==> config.mk <==
export PLATFORM = sky130hd
export DESIGN_NAME = vwt_cmp
export DESIGN_NICKNAME = d
export VERILOG_FILES = /design/src/rtl/core/vertex_weld_table_unit_macros.svh /design/src/rtl/core/vwt_pkg.sv /design/src/rtl/core/vwt_cmp.sv
export SDC_FILE = /design/constraint.sdc
export NUM_CORES = 1
export LEC_CHECK = 0
export BUFFER_PORTS_ARGS = -buffer_cell sky130_fd_sc_hd__buf_4
export CORE_MARGIN = 5
export CORE_UTILIZATION = 55
export DETAILED_ROUTE_END_ITERATION = 6
export PLACE_DENSITY = 0.78
export SYNTH_ARGS = -nofsm -noshare
export SYNTH_HDL_FRONTEND = slang
export SYNTH_SLANG_ARGS = --single-unit
==> constraint.sdc <==
create_clock -name vclk -period 12.6
set_input_delay 2.52 -clock vclk [all_inputs]
set_output_delay 2.52 -clock vclk [all_outputs]
set_load 0.02 [all_outputs]
==> src/rtl/core/vertex_weld_table_unit_macros.svh <==
// Assertion macros for the vertex weld table RTL
`ifndef VERTEX_WELD_TABLE_UNIT_MACROS_SVH
`define VERTEX_WELD_TABLE_UNIT_MACROS_SVH

`ifndef SYNTHESIS
// Same-cycle implication, disabled during reset
`define VWT_ASSERT_IMP(lbl, clk, rst_n, ante, cons) \
  lbl: assert property (@(posedge clk) disable iff (!rst_n) (ante) |-> (cons)) \
    else $error("vertex weld table: assertion failed");
// Next-cycle implication, disabled during reset
`define VWT_ASSERT_NXT(lbl, clk, rst_n, ante, cons) \
  lbl: assert property (@(posedge clk) disable iff (!rst_n) (ante) |=> (cons)) \
    else $error("vertex weld table: assertion failed");
`else
`define VWT_ASSERT_IMP(lbl, clk, rst_n, ante, cons)
`define VWT_ASSERT_NXT(lbl, clk, rst_n, ante, cons)
`endif

`endif

==> src/rtl/core/vwt_pkg.sv <==
package vwt_pkg;

  // Field widths
  localparam int COORD_W = 32;
  localparam int TOL_W   = 21;
  localparam int IDX_W   = 10;

  // Store depth default
  localparam int MAX_POINTS_DEF = 1024;

  // Register file
  localparam int                APB_AW    = 3;
  localparam int                APB_DW    = 32;
  localparam logic              REG_TOL   = 1'b0;  // word select paddr[2]
  localparam logic [TOL_W-1:0]  TOL_RESET = 21'd10;

  // One stored point
  typedef struct packed {
    logic signed [COORD_W-1:0] x;
    logic signed [COORD_W-1:0] y;
    logic signed [COORD_W-1:0] z;
  } point_t;

  // Memory port controls
  typedef struct packed {
    logic we;
    logic re;
  } mem_ctl_t;

endpackage

==> src/rtl/core/vwt_cmp.sv <==
module vwt_cmp (
  input  vwt_pkg::point_t                 probe,
  input  vwt_pkg::point_t                 stored,
  input  logic [vwt_pkg::TOL_W-1:0]       tol,
  output logic                            hit
);
  import vwt_pkg::*;

  localparam int DW = COORD_W + 2;

  // Exact difference, strictly inside (-tol, tol)
  function automatic logic axis_near(logic signed [COORD_W-1:0] a,
                                     logic signed [COORD_W-1:0] b,
                                     logic [TOL_W-1:0] t);
    logic signed [DW-1:0] d;
    logic signed [DW-1:0] lim;
    d   = $signed({{2{a[COORD_W-1]}}, a}) - $signed({{2{b[COORD_W-1]}}, b});
    lim = $signed({{(DW-TOL_W){1'b0}}, t});
    return (d < lim) && (d > -lim);
  endfunction

  assign hit = axis_near(probe.x, stored.x, tol) &&
               axis_near(probe.y, stored.y, tol) &&
               axis_near(probe.z, stored.z, tol);

endmodule

==> results.sh <==
export IMPL_drt_iter0_markers=680
export IMPL_nets=2008
export IMPL_dieArea_mm2=0.0199
export IMPL_cp_data_arrival_time_ns=8.06
export IMPL_drv_cap=0
export IMPL_synthCells=1338
export IMPL_drc=0
export IMPL_period_share_pct=84.0
export IMPL_syn_nets=1813
export IMPL_grt_max_degree=18
export IMPL_antenna_found_initial=0
export IMPL_drt_first_pass_iters=5
export IMPL_crit_fanout=4
export IMPL_cts_resized=0
export IMPL_report_final_setup_viol=0
export IMPL_chipWidth_um=141
export IMPL_synth_area_leaders="ha_1, xnor2_1, a21oi_1"
export IMPL_yosys_warnings=0
export IMPL_routabilityCongestion=0.963
export IMPL_relSlewSlack_pct=46.3
export IMPL_first_global_vias=9959
export IMPL_timing_setup_tns_ns=0
export IMPL_fin_crit_ns=10.58
export IMPL_synth_top_family_by_area="adder cells"
export IMPL_hpwlAfterDp_mm=24.5
export IMPL_syn_cell_area_mm2=0.00946
export IMPL_status="finished clean"
export IMPL_fin_util_pct=65.8
export IMPL_nClkBuffers=0
export IMPL_fmax_mhz=94.5
export IMPL_hold_path_class="primary input to output port"
export IMPL_top_layer_used="met4"
export IMPL_initial_core_util_pct=55.3
export IMPL_drt_wirelength_per_cell_um=15.6
export IMPL_synth_mux_area_fraction_pct=0.436
export IMPL_worstMarginPinSlew_ns=0.798
export IMPL_yosys_area_top_type_share_pct=34.2
export IMPL_power_leakage_uw=0.00587
export IMPL_pin_count=214
export IMPL_cp_slowest_cell="or4_1"
export IMPL_seq_area_um2=0
export IMPL_port_buffers=214
export IMPL_yosysSeqAreaShare_pct=0
export IMPL_coreArea_mm2=0.0171
export IMPL_ys_types=68
export IMPL_finalHoldViolations=0
export IMPL_track_usage_pct=26.3
export IMPL_wl_met3_mm=1.94
export IMPL_yosysTopAreaCell="ha_1"
export IMPL_cts_setup_buffers=0
export IMPL_synth_compound_area_share_pct=28.0
export IMPL_die_y_um=141
export IMPL_slowest_delay_ns=0.55
export IMPL_grt_first_pass_wirelength_mm=45.3
export IMPL_antenna_left=0
export IMPL_postCtsHoldBufs=0
export IMPL_drive_above_1_share_pct=14.5
export IMPL_synthTopCellsByCount="ha_1, inv_1, a21oi_1"
export IMPL_totalWireLength_mm=27.4
export IMPL_yosys_area_share_simple_pct=20.7
export IMPL_crit_path_end_kind="output port"
export IMPL_diodes=0
export IMPL_synthXorXnorAreaFrac_pct=8.79
export IMPL_critPathLaunchType="primary input"
export IMPL_n_fill_cell=1597
export IMPL_avgViaCountPerCell=5.97
export IMPL_p_per_area_mw_per_mm2=55.6
export IMPL_overflow=0
export IMPL_rows=48
export IMPL_syn2layout_area_growth_pct=19.1
export IMPL_multi_input_area_mm2=0.00879
export IMPL_vias=10500
export IMPL_synth_adder_area_share_pct=34.9
export IMPL_crit_type="primary input to output port"
export IMPL_p_total_uw=626
export IMPL_route_met2_wl_mm=12.5
export IMPL_seq_cell_count=0
export IMPL_wl_met1_mm=12.5
export IMPL_maxSlewViolCount=0
export IMPL_ir_drop_v=0.0000261
export IMPL_rsz0062_at_grt="false"
export IMPL_yosysMostFrequentCell="ha_1"
export IMPL_syn_avg_cell_area_um2=7.07
export IMPL_cp_data_required_time_ns=10.08
-- per-layer routing --
layer,track usage (%),up-vias
met1,37.3,4750
met4,4.08,0
met2,44.8,324
li1,-,5381
met5,0,-
met3,1.46,29
-- stage by stage --
stage | instance area (um2) | worst slack [ns] | hold slack (ns) | cells
floorplan | 9460 | 2.63 | 5.53 | 1338
global placement | 11300 | 2.27 | 5.78 | 1756
detailed placement | 11300 | 2.14 | 5.78 | 1756
CTS | 11300 | 2.12 | 5.78 | 1756
global route | 11300 | 1.58 | 5.84 | 1756
finish | 11300 | 2.02 | 5.78 | 1756
-- cell type report --
class	instances	share of cell area [%]
multi-input cells	1159	78.0
well taps	225	2.50
repair buffers	214	14.3
inverters	158	5.26
-- cells in the final DEF (no fill, tap or decap), types with 4 or more instances in the layout --
| master | synthesis | layout |
|---|---|---|
| a21o_1 | 50 | 50 |
| o31ai_1 | 11 | 11 |
| o31a_1 | 6 | 6 |
| o2111ai_1 | 6 | 6 |
| o211ai_1 | 15 | 15 |
| o21a_1 | 22 | 22 |
| a21oi_1 | 124 | 124 |
| a211oi_1 | 20 | 20 |
| nand4_1 | 37 | 37 |
| or3_1 | 11 | 11 |
| a211o_1 | 6 | 6 |
| and3_1 | 9 | 9 |
| nor2b_1 | 13 | 13 |
| nand3_1 | 47 | 47 |
| inv_1 | 157 | 157 |
| nor4_1 | 24 | 24 |
| xnor2_1 | 71 | 71 |
| nand2_1 | 81 | 81 |
| o21ai_1 | 8 | 8 |
| buf_4 | 0 | 214 |
| a2111oi_0 | 4 | 4 |
| nor3_1 | 34 | 34 |
| a311oi_1 | 4 | 4 |
| a21boi_0 | 4 | 4 |
| ha_1 | 259 | 259 |
| o21bai_1 | 13 | 13 |
| o21ai_0 | 66 | 66 |
| or4_1 | 5 | 5 |
| a41oi_1 | 7 | 7 |
| and2_1 | 10 | 10 |
| a31oi_1 | 9 | 9 |
| nor2_1 | 85 | 85 |
| xor2_1 | 24 | 24 |
| nand2b_1 | 19 | 19 |
-- worst max-delay path: cells and delay by family --
| kind | cells | cell delay [ns] |
|---|---|---|
| AO/OA/AOI/OAI | 10 | 2.31 |
| adder cells (fa/ha/maj) | 3 | 0.94 |
| buffers and inverters | 4 | 0.40 |
| AND/OR/NAND/NOR | 8 | 1.91 |
-- kinds of logic (layout without fill, tap and decap cells) --
| kind of cell | count (synthesis) | count (layout) |
|---|---|---|
| xor+xnor | 95 | 95 |
| simple gates | 390 | 390 |
| mux | 4 | 4 |
| compound gates | 408 | 408 |
| buf+inv | 179 | 372 |
| fa+ha+maj | 262 | 262 |
-- final timing paths --
check                      from  end  slack, ns  cells past startpoint
worst max-delay path   probe[0]  hit       2.02                     25
worst min-delay path  probe[31]  hit       5.78                      5
-- report_power, final --
group          switching (uW)  leakage (uW)  internal (uW)
sequential                  0             0              0
clock                       0             0              0
combinational             348       0.00587            278
total                     348       0.00587            278
Power figures use the tool's default switching activity.
