<file path="src/rtl/core/vertex_weld_table_unit_macros.svh">
// Assertion macros for the vertex weld table RTL
`ifndef VERTEX_WELD_TABLE_UNIT_MACROS_SVH
`define VERTEX_WELD_TABLE_UNIT_MACROS_SVH

`ifndef SYNTHESIS
// Same-cycle implication, disabled during reset
`define VWT_ASSERT_IMP(lbl, clk, rst_n, ante, cons) \
  lbl: assert property (@(posedge clk) disable iff (!rst_n) (ante) |-> (cons)) \
    else $error("vertex weld table: assertion failed");
// Next-cycle implication, disabled during reset
`define VWT_ASSERT_NXT(lbl, clk, rst_n, ante, cons) \
  lbl: assert property (@(posedge clk) disable iff (!rst_n) (ante) |=> (cons)) \
    else $error("vertex weld table: assertion failed");
`else
`define VWT_ASSERT_IMP(lbl, clk, rst_n, ante, cons)
`define VWT_ASSERT_NXT(lbl, clk, rst_n, ante, cons)
`endif

`endif

</file>
<file path="src/rtl/core/vwt_pkg.sv">
package vwt_pkg;

  // Field widths
  localparam int COORD_W = 32;
  localparam int TOL_W   = 21;
  localparam int IDX_W   = 10;

  // Store depth default
  localparam int MAX_POINTS_DEF = 1024;

  // Register file
  localparam int                APB_AW    = 3;
  localparam int                APB_DW    = 32;
  localparam logic              REG_TOL   = 1'b0;  // word select paddr[2]
  localparam logic [TOL_W-1:0]  TOL_RESET = 21'd10;

  // One stored point
  typedef struct packed {
    logic signed [COORD_W-1:0] x;
    logic signed [COORD_W-1:0] y;
    logic signed [COORD_W-1:0] z;
  } point_t;

  // Memory port controls
  typedef struct packed {
    logic we;
    logic re;
  } mem_ctl_t;

endpackage

</file>
<file path="src/rtl/core/vwt_seq.sv">
module vwt_seq #(
  parameter int MAX_POINTS = vwt_pkg::MAX_POINTS_DEF,
  parameter int AW         = $clog2(MAX_POINTS),
  parameter int CW         = $clog2(MAX_POINTS + 1)
) (
  input  logic                              clk,
  input  logic                              rst_n,
  // input channel
  input  logic                              in_valid,
  output logic                              in_stall,
  input  logic signed [vwt_pkg::COORD_W-1:0] in_coord_x,
  input  logic signed [vwt_pkg::COORD_W-1:0] in_coord_y,
  input  logic signed [vwt_pkg::COORD_W-1:0] in_coord_z,
  // result channel
  output logic                              out_valid,
  input  logic                              out_stall,
  output logic [vwt_pkg::IDX_W-1:0]         out_point_index,
  output logic                              out_is_new,
  output logic                              out_table_full,
  // store and compare
  output vwt_pkg::mem_ctl_t                 mem_ctl,
  output logic [AW-1:0]                     mem_waddr,
  output vwt_pkg::point_t                   mem_wdata,
  output logic [AW-1:0]                     mem_raddr,
  output vwt_pkg::point_t                   probe,
  input  logic                              hit,
  // status
  output logic [CW-1:0]                     point_count
);
  import vwt_pkg::*;

  typedef enum logic [2:0] {
    S_IDLE = 3'b001,
    S_SCAN = 3'b010,
    S_POST = 3'b100
  } state_t;

  state_t             state_r, state_nxt;
  logic [CW-1:0]      issue_r, issue_nxt;
  logic [CW-1:0]      count_r, count_nxt;
  logic               pend_vld_r, pend_vld_nxt;
  logic [AW-1:0]      pend_idx_r, pend_idx_nxt;
  logic               out_valid_r, out_valid_nxt;
  point_t             pt_r, pt_nxt;
  logic [IDX_W-1:0]   res_idx_r, res_idx_nxt;
  logic               res_new_r, res_new_nxt;
  logic               res_full_r, res_full_nxt;
  logic [IDX_W-1:0]   out_idx_r, out_idx_nxt;
  logic               out_new_r, out_new_nxt;
  logic               out_full_r, out_full_nxt;

  logic in_xfer;
  logic rd_en;
  logic match;
  logic miss_end;
  logic store_full;
  logic out_load;

  // Decode scan events
  assign in_xfer    = in_valid && (state_r == S_IDLE);
  assign store_full = (count_r == CW'(MAX_POINTS));
  assign rd_en      = (state_r == S_SCAN) && (issue_r < count_r);
  assign match      = (state_r == S_SCAN) && pend_vld_r && hit;
  assign miss_end   = (state_r == S_SCAN) && !pend_vld_r && (issue_r >= count_r);
  assign out_load   = (state_r == S_POST) && (!out_valid_r || !out_stall);

  // Memory ports: stream reads, append on a miss
  assign mem_ctl.re = rd_en;
  assign mem_ctl.we = miss_end && !store_full;
  assign mem_raddr  = issue_r[AW-1:0];
  assign mem_waddr  = count_r[AW-1:0];
  assign mem_wdata  = pt_r;
  assign probe      = pt_r;

  // Next state and control
  always_comb begin
    state_nxt    = state_r;
    issue_nxt    = issue_r;
    count_nxt    = count_r;
    pend_vld_nxt = 1'b0;
    pend_idx_nxt = pend_idx_r;
    pt_nxt       = pt_r;
    res_idx_nxt  = res_idx_r;
    res_new_nxt  = res_new_r;
    res_full_nxt = res_full_r;
    unique case (state_r)
      S_IDLE: begin
        if (in_xfer) begin
          pt_nxt    = '{x: in_coord_x, y: in_coord_y, z: in_coord_z};
          issue_nxt = '0;
          state_nxt = S_SCAN;
        end
      end
      S_SCAN: begin
        if (rd_en) begin
          issue_nxt    = issue_r + 1'b1;
          pend_vld_nxt = !match;
          pend_idx_nxt = issue_r[AW-1:0];
        end
        if (match) begin
          res_idx_nxt  = IDX_W'(pend_idx_r);
          res_new_nxt  = 1'b0;
          res_full_nxt = 1'b0;
          state_nxt    = S_POST;
        end else if (miss_end) begin
          if (store_full) begin
            res_idx_nxt  = '0;
            res_new_nxt  = 1'b0;
            res_full_nxt = 1'b1;
          end else begin
            res_idx_nxt  = IDX_W'(count_r);
            res_new_nxt  = 1'b1;
            res_full_nxt = 1'b0;
            count_nxt    = count_r + 1'b1;
          end
          state_nxt = S_POST;
        end
      end
      S_POST: begin
        if (out_load) begin
          state_nxt = S_IDLE;
        end
      end
      default: begin
        state_nxt = S_IDLE;
      end
    endcase
  end

  // Output register: load the result, drop it on transfer
  always_comb begin
    out_idx_nxt   = out_idx_r;
    out_new_nxt   = out_new_r;
    out_full_nxt  = out_full_r;
    out_valid_nxt = out_valid_r && out_stall;
    if (out_load) begin
      out_idx_nxt   = res_idx_r;
      out_new_nxt   = res_new_r;
      out_full_nxt  = res_full_r;
      out_valid_nxt = 1'b1;
    end
  end

  // Control registers
  always_ff @(posedge clk) begin
    if (!rst_n) begin
      state_r     <= S_IDLE;
      issue_r     <= '0;
      count_r     <= '0;
      pend_vld_r  <= 1'b0;
      out_valid_r <= 1'b0;
    end else begin
      state_r     <= state_nxt;
      issue_r     <= issue_nxt;
      count_r     <= count_nxt;
      pend_vld_r  <= pend_vld_nxt;
      out_valid_r <= out_valid_nxt;
    end
  end

  // Payload registers
  always_ff @(posedge clk) begin
    pend_idx_r <= pend_idx_nxt;
    pt_r       <= pt_nxt;
    res_idx_r  <= res_idx_nxt;
    res_new_r  <= res_new_nxt;
    res_full_r <= res_full_nxt;
    out_idx_r  <= out_idx_nxt;
    out_new_r  <= out_new_nxt;
    out_full_r <= out_full_nxt;
  end

  assign in_stall        = (state_r != S_IDLE);
  assign out_valid       = out_valid_r;
  assign out_point_index = out_idx_r;
  assign out_is_new      = out_new_r;
  assign out_table_full  = out_full_r;
  assign point_count     = count_r;

endmodule

</file>
<file path="config.mk">
export PLATFORM = sky130hd
export DESIGN_NAME = vwt_seq
export DESIGN_NICKNAME = d
export VERILOG_FILES = /design/src/rtl/core/vertex_weld_table_unit_macros.svh /design/src/rtl/core/vwt_pkg.sv /design/src/rtl/core/vwt_seq.sv
export SDC_FILE = /design/constraint.sdc
export NUM_CORES = 1
export LEC_CHECK = 0
export ABC_AREA = 1
export BUFFER_PORTS_ARGS = -buffer_cell sky130_fd_sc_hd__buf_2
export CAP_MARGIN = 0
export CORE_MARGIN = 5
export CORE_UTILIZATION = 25
export CTS_CLUSTER_DIAMETER = 40
export DETAILED_ROUTE_END_ITERATION = 10
export SLEW_MARGIN = 10
export SYNTH_ARGS = -nofsm -noshare
export SYNTH_HDL_FRONTEND = slang
export SYNTH_SLANG_ARGS = --single-unit
</file>
<file path="constraint.sdc">
create_clock -name clk -period 7.4 [get_ports clk]
set_input_delay 1.48 -clock clk [delete_from_list [all_inputs] [get_ports clk]]
set_output_delay 1.48 -clock clk [all_outputs]
set_load 0.02 [all_outputs]
</file>
==> results.md <==
| Parameter | Value |
|---|---|
| Run status | finished, final reports clean |
| Number of enable-type register cells in the synthesized netlist | 130 |
| Yosys top cell area share | 0.5714 |
| Min-delay worst type | flop to flop |
| Count of instances resized after the clock tree is built | 0 |
| Unrepaired setup endpoints after global routing | no |
| Hold_sp | res_idx_r[7]$_DFFE_PP_ |
| # hold bufs at CTS | 0 |
| Longest Clk Path Bufs | 2 |
| Origin of the critical flop-to-flop path | point_count[6]$_SDFFE_PN0P_ |
| Synth area leader | sky130_fd_sc_hd__edfxtp_1 |
| CTS tree | done |
| Setup Crit Path Kind | input pin to primary output |
| Wire length of the first global-routing pass | 29.36 mm |
| ANT cells | 0 |
| Final setup violation count | 0 |
| Maximum frequency from static timing analysis | 232.4 MHz |
| Die height | 175.3 um |
| Dominant register cell in the synthesized netlist | sky130_fd_sc_hd__edfxtp_1 |
| Cell types occupying the most area after synthesis | sky130_fd_sc_hd__edfxtp_1, sky130_fd_sc_hd__buf_4, sky130_fd_sc_hd__dfxtp_1, sky130_fd_sc_hd__nand2_1, sky130_fd_sc_hd__ha_1 |
| Total number of H-tree levels | 4 |
| Pwr/cell area | 252.6 mW/mm2 |
| Hold depth | 0 |
| IR Drop Worst-Case VDD | 0.1188 mV |
| First-pass iteration count of the detailed router | 5 |
| CTS clk-pin slew, worst paths | 0.06 ns |
| Area of the placeable core | 0.02695 mm2 |
| Total routing resource utilization after global routing | 0.1282 |
| Routability congestion estimate from global placement | 0.8374 |
| Proportion of synthesized flip-flops having asynchronous set or reset | 0 |
| Vias in the first global route | 4454 |
| Crit path capture type | primary output |
| Number of failing hold endpoints at the final stage | 0 |
| Detail-routed via count per cell | 4.153 |
| Endpoint, Worst Hold | out_point_index[7]$_DFFE_PP_ |
| Crit start category | input pin |
| Antenna viol nets, final | 0 |
| Final nets | 901 |
| Antenna violations before repair | 2 |
| Maximum number of pins on one net before global-route repair | 74 |
| Setup slack of the most critical reg-to-reg path | 4.72 ns |
| Cell leakage power | 3.704 nW |
| Layout cells sized above 1 | 0.4906 |
| Final Max Tran Viols | 0 |
| Post-detailed-routing wire length | 20.75 mm |
| Final standard cell area without fillers | 0.008553 mm2 |
| Average cell area after synthesis | 12.31 um2 |
| DRC errors left | 0 |
| Root buf cell | sky130_fd_sc_hd__clkbuf_16 |
| Number of maximum-capacitance constraint violations | 0 |
| Measured slew at the worst slew-check pin | 1.122 ns |
| Cell count of the worst reg-to-reg path | 12 |
| Row count | 60 |
| Grt ovf | 0 |
| Area of placed instances | 0.008016 mm2 |
| Required time of the critical path | 5.92 ns |
| Skew final | 0.01171 ns |
| Synthesized netlist cell count | 555 |
| Number of warnings reported in the yosys synthesis log | 0 |
| Number of top-level pins | 340 |
| End of the worst register-to-register path | state_r[2]$_SDFFE_PN0P_ |
| Total via count in the routed design | 4734 |
| Slack of the critical path | 3.098 ns |
| I/O Buffers | 339 |
| Yosys cell types | 31 |
| Post-Synthesis Cell Area | 0.006832 mm2 |
| Full die area | 0.03073 mm2 |
| Number of synthesized register bits | 157 |
| Clock latency on the worst-skew pair | 0.42 ns |
| Area Overhead vs Synth | 25.20% |
| Fin crit share | 0.5814 |
| Period minus WS final | 4.302 ns |
| Detailed placement HPWL | 16.60 mm |
| Biggest fanout along the worst timing path | 24 |
| Sink count of the clock tree | 157 |
| Number of buffers inserted by post-CTS setup repair | 0 |
| WL/cell | 18.21 um |
| Clock buffers created by TritonCTS | 17 |
| Share of the yosys chip area belonging to registers | 0.6505 |
| Minimum hold slack | 0.4090 ns |
| Starting density of the core | 0.2535 |
| Post-route setup TNS | 0 ns |
| Critical path data arrival time | 2.82 ns |
| Violation count after the first detailed-routing iteration | 308 |
| Worst relative slew slack | 0.2521 |
| Horizontal die dimension | 175.3 um |
| Synthesized Nets | 670 |
| Worst setup slack before clock tree synthesis | 3.085 ns |
==> Yosys cell counts (all sizes together), types with 13 or more instances <==
| cell | instances |
|---|---|
| o21ai | 13 |
| nand2 | 84 |
| nand4 | 19 |
| edfxtp | 130 |
| inv | 34 |
| nor2 | 37 |
| nand3 | 21 |
| a21oi | 23 |
| buf | 125 |
| dfxtp | 27 |
| ha | 14 |
==> power breakdown <==
group | switching (mW) | total, mW | internal (mW) | leakage (nW)
Combinational | 0.219 | 0.305 | 0.0861 | 1.99
Clock | 0.365 | 0.801 | 0.436 | 0.253
Sequential | 0.0321 | 1.05 | 1.02 | 1.46
Total | 0.617 | 2.16 | 1.54 | 3.70
==> stage by stage <==
stage          instances    util  power (mW)
2_1_floorplan        555       -       1.301
3_3_place_gp        1108  0.2974       1.381
3_5_place_dp        1108  0.2974       1.384
4_1_cts             1140  0.3174       2.191
5_1_grt             1140  0.3174       2.253
6_report            1140  0.3174       2.161
==> layout by cell type (no fill, tap or decap) <==
master,instances
sky130_fd_sc_hd__clkinv_4,1
sky130_fd_sc_hd__o211ai_1,1
sky130_fd_sc_hd__a21oi_1,23
sky130_fd_sc_hd__edfxtp_1,130
sky130_fd_sc_hd__ha_1,14
sky130_fd_sc_hd__nand3_2,3
sky130_fd_sc_hd__nand3_4,1
sky130_fd_sc_hd__nand3b_1,2
sky130_fd_sc_hd__nand2_2,1
sky130_fd_sc_hd__inv_4,1
sky130_fd_sc_hd__inv_1,29
sky130_fd_sc_hd__buf_2,339
sky130_fd_sc_hd__nand3_1,17
sky130_fd_sc_hd__nor2_4,3
sky130_fd_sc_hd__nor2_1,31
sky130_fd_sc_hd__buf_4,1
sky130_fd_sc_hd__nor2_2,3
sky130_fd_sc_hd__nand2_4,2
sky130_fd_sc_hd__nor3b_1,2
sky130_fd_sc_hd__a21o_1,1
sky130_fd_sc_hd__dfxtp_1,27
sky130_fd_sc_hd__clkinv_2,2
sky130_fd_sc_hd__xnor2_1,3
sky130_fd_sc_hd__inv_2,4
sky130_fd_sc_hd__nor3_1,5
sky130_fd_sc_hd__nor3_2,3
sky130_fd_sc_hd__nand4_2,1
sky130_fd_sc_hd__nand2_1,81
sky130_fd_sc_hd__inv_8,1
sky130_fd_sc_hd__inv_6,5
sky130_fd_sc_hd__clkbuf_1,2
sky130_fd_sc_hd__clkbuf_16,17
sky130_fd_sc_hd__nand4_1,18
sky130_fd_sc_hd__o21ai_0,13
sky130_fd_sc_hd__xor2_1,8
sky130_fd_sc_hd__clkinvlp_4,4
==> per-layer routing <==
metal	share of wire	routed length, um	track usage	vias to the layer above
met5	0.0012	24	0	-
met4	0.016	324	0.04223	4
met3	0.091	1889	0.04197	24
met2	0.54	11180	0.2387	201
met1	0.35	7339	0.1362	2260
li1	-	-	-	2245
==> worst max-delay path: stages <==
cell and delay [ns]:
sky130_fd_sc_hd__buf_2 0.12, sky130_fd_sc_hd__nand2_1 0.11, sky130_fd_sc_hd__nor2_4 0.11, sky130_fd_sc_hd__nor2_2 0.40, sky130_fd_sc_hd__nand3_2 0.31, sky130_fd_sc_hd__inv_1 0.13, sky130_fd_sc_hd__buf_2 0.17
==> registers in the layout (all words and copies together) (netlist names), 3 cells and up <==
register / cells
mem_wdata: 96
out_point_index: 10
issue_r: 11
point_count: 11
pend_idx_r: 10
res_idx_r: 10
state_r: 3
==> worst max path at each step <==
stage	start	to	slack (ns)	depth (start not counted)
final	hit	mem_ctl[1]	3.10	7
after detailed placement	hit	mem_ctl[1]	3.09	7
after floorplan	in_valid	mem_wdata[0]$_DFFE_PP_	1.32	2
after global routing	hit	mem_ctl[1]	2.89	7
after CTS	hit	mem_ctl[1]	3.08	7
after global placement	hit	mem_ctl[1]	3.08	7
==> layout make-up <==
class                           count  area [um2]
Fill cell                        2758       18400
Multi-Input combinational cell    236        1311
Tap cell                          341       426.7
Sequential cell                   157        4444
Clock inverter                     13       103.9
Clock buffer                       19       432.9
Timing Repair Buffer              340        1704
Inverter                           34       130.1
==> logic make-up after synthesis <==
group           share of synthesized area
xor+xnor                          0.01410
flops                              0.6505
buf+inv                            0.1586
fa+ha+maj                         0.02564
compound gates                    0.02857
simple gates                       0.1225
Note: power is estimated with default switching activity, not from simulation.
